`config.mk`:
```
export PLATFORM = sky130hd
export DESIGN_NAME = bounded_stack_with_palindrome_check
export DESIGN_NICKNAME = d
export VERILOG_FILES = /design/src/rtl/core/bstk_pkg.sv /design/src/rtl/core/bstk_ram.sv /design/src/rtl/core/bounded_stack_with_palindrome_check.sv
export SDC_FILE = /design/constraint.sdc
export NUM_CORES = 1
export LEC_CHECK = 0
export ABC_AREA = 0
export BUFFER_PORTS_ARGS = -buffer_cell sky130_fd_sc_hd__buf_4
export CAP_MARGIN = 20
export CORE_ASPECT_RATIO = 1.5
export CORE_MARGIN = 1
export CORE_UTILIZATION = 63
export CTS_CLUSTER_DIAMETER = 60
export DETAILED_ROUTE_END_ITERATION = 10
export MAX_ROUTING_LAYER = met4
export PLACE_DENSITY = 0.8
export SYNTH_ARGS = -nofsm -noshare
export SYNTH_HDL_FRONTEND = slang
export SYNTH_SLANG_ARGS = --single-unit
```
`constraint.sdc`:
```
create_clock -name clock -period 4.6 [get_ports clock]
set_input_delay 0.46 -clock clock [delete_from_list [all_inputs] [get_ports clock]]
set_output_delay 0.46 -clock clock [all_outputs]
set_load 0.01 [all_outputs]
```
`src/rtl/core/bstk_pkg.sv`:
```
// ----------------------------------------------------------------------------
// bstk_pkg
// Shared types, codes and sizes for the bounded stack with palindrome check.
// ----------------------------------------------------------------------------
package bstk_pkg;

   localparam int DEPTH  = 16;
   localparam int WORD_W = 32;
   localparam int CNT_W  = $clog2(DEPTH + 1);
   localparam int ADDR_W = (DEPTH > 1) ? $clog2(DEPTH) : 1;
   localparam int FILL_W = 5;

   localparam logic [1:0] OP_PUSH  = 2'd0;
   localparam logic [1:0] OP_POP   = 2'd1;
   localparam logic [1:0] OP_CHECK = 2'd2;

   localparam logic [1:0] ST_OK        = 2'd0;
   localparam logic [1:0] ST_OVERFLOW  = 2'd1;
   localparam logic [1:0] ST_UNDERFLOW = 2'd2;
   localparam logic [1:0] ST_EMPTY     = 2'd3;

   typedef struct packed {
      logic [1:0]               operation;
      logic signed [WORD_W-1:0] push_value;
   } req_type;

   typedef struct packed {
      logic [1:0]               status;
      logic signed [WORD_W-1:0] popped_value;
      logic                     is_palindrome;
      logic [FILL_W-1:0]        fill_count;
   } rsp_type;

   typedef enum logic [1:0] {
      S_IDLE,
      S_POP,
      S_CHECK
   } state_type;

endpackage

```
`src/rtl/core/bstk_ram.sv`:
```
// ----------------------------------------------------------------------------
// bstk_ram
// Generic RAM: one write port, two read ports with registered read data.
// ----------------------------------------------------------------------------
module bstk_ram #(
   parameter int WIDTH = 32,
   parameter int DEPTH = 16
) (
   input  logic                                  clock,
   input  logic                                  wr_en,
   input  logic [((DEPTH > 1) ? $clog2(DEPTH) : 1)-1:0] wr_addr,
   input  logic [WIDTH-1:0]                      wr_data,
   input  logic [((DEPTH > 1) ? $clog2(DEPTH) : 1)-1:0] rd_a_addr,
   output logic [WIDTH-1:0]                      rd_a_data,
   input  logic [((DEPTH > 1) ? $clog2(DEPTH) : 1)-1:0] rd_b_addr,
   output logic [WIDTH-1:0]                      rd_b_data
);

   logic [WIDTH-1:0] mem_ff [DEPTH];
   logic [WIDTH-1:0] rd_a_ff;
   logic [WIDTH-1:0] rd_b_ff;

   always_ff @(posedge clock) begin
      if (wr_en) begin
         mem_ff[wr_addr] <= wr_data;
      end
      rd_a_ff <= mem_ff[rd_a_addr];
      rd_b_ff <= mem_ff[rd_b_addr];
   end

   assign rd_a_data = rd_a_ff;
   assign rd_b_data = rd_b_ff;

endmodule

```
`src/rtl/core/bounded_stack_with_palindrome_check.sv`:
```
// ----------------------------------------------------------------------------
// bounded_stack_with_palindrome_check
// LIFO stack of signed words held in a dual-read RAM, with push, pop and a
// mirror-symmetry check that walks entry pairs from both ends.
// ----------------------------------------------------------------------------
//  channel   ports                      direction  transaction
//  request   start, busy, req_item      in         start high while busy low
//  response  rsp_valid, rsp_item        out        one cycle strobe, no stall
//
//  push, overflow, underflow, empty and single-entry check: result in the cycle
//  after acceptance, busy stays low. pop: one RAM read, then the result register.
//  check of n > 1 entries: one mirrored pair read per cycle
//  on the two RAM read ports.
//  synchronous reset empties the stack; RAM contents are not cleared.
// ----------------------------------------------------------------------------
module bounded_stack_with_palindrome_check
   import bstk_pkg::*;
(
   input  logic    clock,
   input  logic    reset,
   input  logic    start,
   output logic    busy,
   input  req_type req_item,
   output logic    rsp_valid,
   output rsp_type rsp_item
);

   state_type          state_ff, state_in;
   logic [CNT_W-1:0]   count_ff, count_in;
   logic [ADDR_W-1:0]  lo_ff, lo_in;
   logic [ADDR_W-1:0]  hi_ff, hi_in;
   logic               rsp_valid_ff, rsp_valid_in;
   rsp_type            rsp_ff, rsp_in;

   logic               wr_en;
   logic [ADDR_W-1:0]  wr_addr;
   logic [ADDR_W-1:0]  rd_a_addr;
   logic [ADDR_W-1:0]  rd_b_addr;
   logic [WORD_W-1:0]  rd_a_data;
   logic [WORD_W-1:0]  rd_b_data;

   logic [CNT_W-1:0]   cnt_inc;
   logic [CNT_W-1:0]   cnt_dec;
   logic [ADDR_W-1:0]  top_addr;
   logic [ADDR_W-1:0]  pair_gap;
   logic               is_full;
   logic               is_empty;
   logic               pair_last;
   logic               pair_diff;

   bstk_ram #(
      .WIDTH(WORD_W),
      .DEPTH(DEPTH)
   ) u_ram (
      .clock    (clock),
      .wr_en    (wr_en),
      .wr_addr  (wr_addr),
      .wr_data  (req_item.push_value),
      .rd_a_addr(rd_a_addr),
      .rd_a_data(rd_a_data),
      .rd_b_addr(rd_b_addr),
      .rd_b_data(rd_b_data)
   );

   assign cnt_inc   = count_ff + CNT_W'(1);
   assign cnt_dec   = count_ff - CNT_W'(1);
   assign top_addr  = cnt_dec[ADDR_W-1:0];
   assign is_full   = (count_ff == CNT_W'(DEPTH));
   assign is_empty  = (count_ff == '0);
   // hi is always above lo while a check runs
   assign pair_gap  = hi_ff - lo_ff;
   assign pair_last = ({1'b0, pair_gap} <= (ADDR_W + 1)'(2));
   assign pair_diff = (rd_a_data != rd_b_data);

   // next state
   always_comb begin
      state_in = state_ff;
      case (state_ff)
         S_IDLE: begin
            if (start) begin
               if (req_item.operation == OP_POP && !is_empty) begin
                  state_in = S_POP;
               end else if (req_item.operation == OP_CHECK &&
                            count_ff > CNT_W'(1)) begin
                  state_in = S_CHECK;
               end
            end
         end
         S_POP: begin
            state_in = S_IDLE;
         end
         S_CHECK: begin
            if (pair_diff || pair_last) begin
               state_in = S_IDLE;
            end
         end
         default: begin
            state_in = S_IDLE;
         end
      endcase
   end

   // datapath and memory control
   always_comb begin
      wr_en        = 1'b0;
      wr_addr      = count_ff[ADDR_W-1:0];
      rd_a_addr    = '0;
      rd_b_addr    = top_addr;
      count_in     = count_ff;
      lo_in        = lo_ff;
      hi_in        = hi_ff;
      rsp_valid_in = 1'b0;
      rsp_in       = '0;
      rsp_in.status     = ST_OK;
      rsp_in.fill_count = FILL_W'(count_ff);
      case (state_ff)
         S_IDLE: begin
            if (start) begin
               case (req_item.operation)
                  OP_PUSH: begin
                     rsp_valid_in = 1'b1;
                     if (is_full) begin
                        rsp_in.status = ST_OVERFLOW;
                     end else begin
                        wr_en             = 1'b1;
                        count_in          = cnt_inc;
                        rsp_in.fill_count = FILL_W'(cnt_inc);
                     end
                  end
                  OP_POP: begin
                     if (is_empty) begin
                        rsp_valid_in  = 1'b1;
                        rsp_in.status = ST_UNDERFLOW;
                     end else begin
                        count_in = cnt_dec;
                     end
                  end
                  OP_CHECK: begin
                     if (is_empty) begin
                        rsp_valid_in  = 1'b1;
                        rsp_in.status = ST_EMPTY;
                     end else if (count_ff == CNT_W'(1)) begin
                        rsp_valid_in         = 1'b1;
                        rsp_in.is_palindrome = 1'b1;
                     end else begin
                        lo_in = '0;
                        hi_in = top_addr;
                     end
                  end
                  default: begin
                     rsp_valid_in = 1'b1;
                  end
               endcase
            end
         end
         S_POP: begin
            // count already dropped when the read was issued
            rsp_valid_in        = 1'b1;
            rsp_in.popped_value = rd_b_data;
         end
         S_CHECK: begin
            rd_a_addr = lo_ff + ADDR_W'(1);
            rd_b_addr = hi_ff - ADDR_W'(1);
            lo_in     = rd_a_addr;
            hi_in     = rd_b_addr;
            if (pair_diff) begin
               rsp_valid_in = 1'b1;
            end else if (pair_last) begin
               rsp_valid_in         = 1'b1;
               rsp_in.is_palindrome = 1'b1;
            end
         end
         default: begin
            rsp_valid_in = 1'b0;
         end
      endcase
   end

   always_ff @(posedge clock) begin
      if (reset) begin
         state_ff     <= S_IDLE;
         count_ff     <= '0;
         rsp_valid_ff <= 1'b0;
      end else begin
         state_ff     <= state_in;
         count_ff     <= count_in;
         rsp_valid_ff <= rsp_valid_in;
      end
   end

   always_ff @(posedge clock) begin
      lo_ff  <= lo_in;
      hi_ff  <= hi_in;
      rsp_ff <= rsp_in;
   end

   assign busy      = (state_ff != S_IDLE);
   assign rsp_valid = rsp_valid_ff;
   assign rsp_item  = rsp_ff;

endmodule

```
==> metrics.yaml, run 1 <==
status: "complete, no violations"
ant_nets: 0
rsz0062_at_grt: "false"
fin_crit_ns: 3.494
grt_pass1_wl_microns: 126500
vdd_ir_drop_max_uv: 332.9
post_cts_buffers: 0
nets: 2487
fp.dieH_microns: 265.2
tightest_slew_ns: 1.191
clkSlewWorstSetupHoldPaths_ns: 0.07
cts_max_level: 2
cts_buffers: 56
worst_hold_slack_ns: 0.09127
syn_area_sq_mm: 0.02910
io-pin-count: 79
cp_top_family: "simple AND/OR/NAND/NOR gates"
fin_setup_tns_ns: 0
max_stage_delay_ns: 1.06
syn_inst: 2445
path_max_fanout: 40
dpl-instance-area_sq_mm: 0.03010
slew_headroom: 0.2058
antenna_found_initial: 3
die_area_sq_mm: 0.04708
power_leakage_nw: 12.04
gp_congestion: 0.8917
hpwlAfterDp_microns: 47960
mostFrequentLayoutCells: "edfxtp_1, nand2_1, inv_1, a21oi_1, a211oi_1"
drc: 0
startpoint_type: "flip-flop"
crit_required_ns: 5.03
drive_above_1_share: 0.1213
cts_hold_buffers: 0
synth_edf_count: 520
end_kind: "flip-flop"
synth_top_flop_cell: "edfxtp_1"
grt_pass1_vias: 21710
critPathKind: "flip-flop to flip-flop"
drv_slew: 0
cts_sinks: 632
avgViaCountPerCell: 7.098
synth_fp_nets: 2497
cts-root-buf: "clkbuf_16"
clock_skew_ns: 0.01303
hold_class: "primary input to flip-flop"
final.period_utilization: 0.7597
wirelength_microns: 85880
cap_violations: 0
area_delta_synth_final_pct: 10.09
instances_no_fill: 3070
power.density_mw_per_mm2: 416.3
wl_per_cell_microns: 27.97
final_common_cell: "edfxtp_1"
cp_data_arrival_time_ns: 3.93
design.core.area_sq_mm: 0.04564
initial_utilization: 0.6376
ys_types: 60
rows: 96
path_cells: "nand2b_4 -> nor3_1 -> or3_2 -> o32a_1 -> o221ai_1"
yosys_register_bits: 632
total_power_mw: 13.34
drt_iter0_drc: 3391
n_fill_cell: 3088
fmax_mhz: 286.2
hold_violations: 0
fin_area_sq_mm: 0.03204
dr.pass1.iters: 6
die_w_microns: 177.5
cts_tree: "done"
setup_viol: 0
yosysWarnings: 0
io_buffer_count: 78
cts.path.max_buffers: 3
dp_cells: 2965
via_count: 21790
grt_max_degree: 159
overflow: 0
avgSynthCellArea_sq_um: 11.90
ys_seq_area_frac: 0.6136
synthArstFlopShare: 0
grt.total_usage: 0.3754
crit_buf_inv: 0
cts_resized: 0
worst_path_max_delay_cell: "or3_2"
insertion_delay_ns: 0.60
[kinds of logic after synthesis]
group / count (synthesis) / synth area share
xor gates and xnor gates: 46 / 0.01384
DFF: 632 / 0.6136
buffers and inverters: 404 / 0.05739
and+or+nand+nor: 524 / 0.07863
adders and majority gates: 15 / 0.006707
muxes: 173 / 0.07408
AOI/OAI and AO/OA: 651 / 0.1558
[flip-flops by register name, summed over array words and instances, names as in the netlist]
| name | count |
|---|---|
| u_ram.rd_b_data | 32 |
| lo_ff | 4 |
| rsp_item | 40 |
| u_ram.mem_ff | 512 |
| state_ff | 2 |
| count_ff | 5 |
| u_ram.rd_a_data | 32 |
| hi_ff | 4 |
| rsp_valid | 1 |
[final cells by class]
cell class	count	area, sq um	share of cell area
Antenna cell	1	2.502	0.00007810
Multi-Input combinational cell	1409	9699	0.3027
Tap cell	588	735.7	0.02296
Clock inverter	37	449.2	0.01402
Sequential cell	632	17860	0.5574
Inverter	211	800.8	0.02499
Timing Repair Buffer	125	1001	0.03124
Clock buffer	67	1494	0.04663
[Yosys cell counts, types with 2 or more instances]
| master | instances | area (sq um) |
|---|---|---|
| nor4_1 | 6 | 37.54 |
| o31a_1 | 2 | 17.52 |
| mux2_4 | 2 | 30.03 |
| buf_4 | 9 | 67.56 |
| nand4_1 | 10 | 62.56 |
| edfxtp_1 | 520 | 15610 |
| or3b_1 | 2 | 17.52 |
| nor2b_1 | 4 | 25.02 |
| inv_1 | 207 | 777.0 |
| o221ai_1 | 63 | 551.8 |
| xnor2_1 | 41 | 359.1 |
| and3_1 | 4 | 25.02 |
| o21ai_0 | 115 | 575.6 |
| a211oi_1 | 129 | 968.4 |
| inv_2 | 4 | 15.01 |
| dfxtp_1 | 112 | 2242 |
| buf_6 | 3 | 33.78 |
| nand2_1 | 363 | 1363 |
| a22o_1 | 63 | 551.8 |
| mux4_2 | 32 | 720.7 |
| nand3_1 | 49 | 245.2 |
| a2111oi_0 | 3 | 26.28 |
| clkbuf_1 | 92 | 345.3 |
| a31oi_1 | 2 | 12.51 |
| buf_2 | 78 | 390.4 |
| a32oi_1 | 32 | 280.3 |
| a21o_1 | 3 | 22.52 |
| ha_1 | 14 | 175.2 |
| o21ai_1 | 14 | 70.07 |
| nand3b_1 | 2 | 15.01 |
| mux2i_1 | 128 | 1281 |
| o32a_1 | 32 | 320.3 |
| buf_1 | 11 | 41.29 |
| nor2_1 | 21 | 78.83 |
| a21oi_1 | 131 | 655.6 |
| o211ai_1 | 55 | 412.9 |
| and2_1 | 44 | 275.3 |
| nor3_1 | 4 | 20.02 |
| mux2_2 | 11 | 123.9 |
| or3_1 | 3 | 18.77 |
| nor3b_1 | 2 | 15.01 |
| xor2_1 | 5 | 43.79 |
[worst paths after layout]
| path | start | endpoint | slack [ns] | depth (start not counted) |
|---|---|---|---|---|
| worst max-delay path | state_ff[1] | u_ram.rd_b_data[19] | 1.11 | 5 |
| worst min-delay path | reset | count_ff[0] | 0.09 | 2 |
| worst max register to register | state_ff[1] | u_ram.rd_b_data[19] | 1.11 | 5 |
| worst min register to register | u_ram.rd_b_data[27] | rsp_item[33] | 0.50 | 1 |
[where the power goes]
group	internal, mW	total [mW]	switching (mW)
sequential	6.36	6.54	0.175
clock	2.88	4.98	2.10
combinational	0.668	1.82	1.15
total	9.91	13.3	3.43
[through the flow]
step	util	setup WS, ns
finish	0.7020	1.106
floorplan	-	1.339
global placement	0.6593	1.390
CTS	0.7019	1.272
global route	0.7020	1.055
detailed placement	0.6593	1.291
[layer usage]
| layer | GRT usage | vias to the layer above | part of all wire |
|---|---|---|---|
| met5 | - | - | 0 |
| met4 | 0.2756 | 0 | 0.082 |
| met3 | 0.06718 | 474 | 0.11 |
| met2 | 0.5829 | 1667 | 0.48 |
| met1 | 0.4375 | 10580 | 0.33 |
| li1 | - | 9066 | - |
(Power assumes the default switching activity.)
==> run 2, diff against run 1 <==
Settings changed: CORE_UTILIZATION 63 to 57, PLACE_DENSITY 0.8 to 0.77.
Clock period 4.6 ns to 3.13 ns, I/O delays scaled along.
==> metrics.yaml, run 2 (synthesis gave the netlist of run 1 again) <==
status: "complete, no violations"
power_leakage_nw: 12.53
final.period_utilization: 0.9419
path_max_fanout: 23
path_cells: "inv_1 -> ha_1 -> xnor2_1 -> mux2_4 -> inv_2 -> or3_2 -> buf_4 -> o221ai_1"
grt_pass1_vias: 21810
insertion_delay_ns: 0.62
die_w_microns: 186.5
drt_iter0_drc: 3116
die_area_sq_mm: 0.05198
hold_class: "primary input to flip-flop"
final_common_cell: "edfxtp_1"
via_count: 21910
dpl-instance-area_sq_mm: 0.03089
worst_path_max_delay_cell: "or3_2"
post_cts_buffers: 0
nets: 2548
fmax_mhz: 339.2
io-pin-count: 79
drive_above_1_share: 0.1375
cp_data_arrival_time_ns: 3.37
clkSlewWorstSetupHoldPaths_ns: 0.07
drv_slew: 0
wirelength_microns: 86550
design.core.area_sq_mm: 0.05055
max_stage_delay_ns: 0.70
slew_headroom: 0.3027
cts-root-buf: "clkbuf_16"
antenna_found_initial: 1
mostFrequentLayoutCells: "edfxtp_1, nand2_1, inv_1, buf_4, a21oi_1"
grt_max_degree: 121
r2r_setup_slack_ns: 0.18
fp.dieH_microns: 278.7
cts_tree: "done"
io_buffer_count: 78
cts_buffers: 57
dr.pass1.iters: 7
critPathKind: "flip-flop to flip-flop"
area_delta_synth_final_pct: 13.84
hold_violations: 0
crit_path_end: "u_ram.rd_b_data[16]"
final.setup.worst_slack_ns: 0.1818
power.density_mw_per_mm2: 611.0
cap_violations: 0
drc: 0
grt.total_usage: 0.3374
gp_congestion: 0.9137
pre_cts_ws_ns: 0.3102
initial_utilization: 0.5757
r2r_start: "count_ff[1]"
crit_cells: 8
hpwlAfterDp_microns: 49970
wl_per_cell_microns: 26.93
avgViaCountPerCell: 6.817
ant_nets: 0
vdd_ir_drop_max_uv: 467.0
setup_viol: 0
r2r_cells: 8
crit_buf_inv: 3
cts_max_level: 2
startpoint_type: "flip-flop"
fin_crit_ns: 2.948
overflow: 0
cts_sinks: 632
fin_area_sq_mm: 0.03313
cp_top_family: "simple AND/OR/NAND/NOR gates"
cts.path.max_buffers: 3
largest_reg_flops: 512
end_kind: "flip-flop"
grt_pass1_wl_microns: 128500
top_register: "u_ram.mem_ff"
fin_setup_tns_ns: 0
startpoint: "count_ff[1]"
tightest_slew_ns: 1.042
crit_required_ns: 3.56
r2r-end: "u_ram.rd_b_data[16]"
rows: 101
rsz0062_at_grt: "false"
clock_skew_ns: 0.01437
num_antenna_cells: 0
-- run 2: changes by cell type in the layout (fill, tap and decap cells not counted), moves of 2 or more --
cell,delta
clkinv_2,-5
buf_4,+20
dlygate4sd3_1,+13
buf_12,+27
bufinv_16,+4
clkbuf_1,+4
clkinv_4,+4
clkinvlp_4,-6
clkbuf_16,+2
-- run 2: metrics by stage --
stage	power [mW]	utilization	hold slack, ns	instances
3_3_place_gp	12.39	0.6111	0.4845	3093
5_1_grt	20.68	0.6554	0.01769	3214
6_report	20.24	0.6554	0.008791	3214
3_5_place_dp	12.46	0.6111	0.4809	3093
2_1_floorplan	11.38	-	0.4119	2445
4_1_cts	20.17	0.6554	0.003947	3214
-- run 2: layout make-up --
class                      instances  area [sq um]
clock inverter                    34         539.3
fill                            3534         17420
multi-input combinational       1409          9702
inverter                         211         800.8
tap                              669         837.1
timing repair buffer             185          1822
clock buffer                      74          1573
sequential                       632         17860
-- run 2: worst min-delay path by stage --
stage / start / end / slack, ns / depth (start not counted)
2_1_floorplan: req_item[0] / u_ram.mem_ff[0][0] / 0.41 / 0
3_3_place_gp: u_ram.rd_b_data[29] / rsp_item[35] / 0.48 / 1
3_5_place_dp: u_ram.rd_b_data[26] / rsp_item[32] / 0.48 / 1
4_1_cts: req_item[0] / u_ram.mem_ff[9][0] / 0.004 / 1
5_1_grt: req_item[13] / u_ram.mem_ff[2][13] / 0.02 / 1
6_report: req_item[19] / u_ram.mem_ff[13][19] / 0.009 / 1
-- run 2: layer usage --
layer  up-vias  share of wire  GRT usage
met5         -              0          -
met4         0          0.071     0.2375
met3       452           0.11    0.05820
met2      1686           0.49     0.5513
met1     10570           0.33     0.3771
li1       9201              -          -
-- run 2: repair_timing --
action                                 CTS  global route
hold buffers                            13             0
gates resized for setup                  0             0
endpoints found under the hold margin  154             0
-- run 2: power by group --
group | switching [mW] | leakage, nW | internal (mW) | total [mW]
Combinational | 1.71 | 5.89 | 1.09 | 2.79
Sequential | 0.270 | 5.61 | 9.35 | 9.62
Clock | 3.12 | 1.03 | 4.71 | 7.82
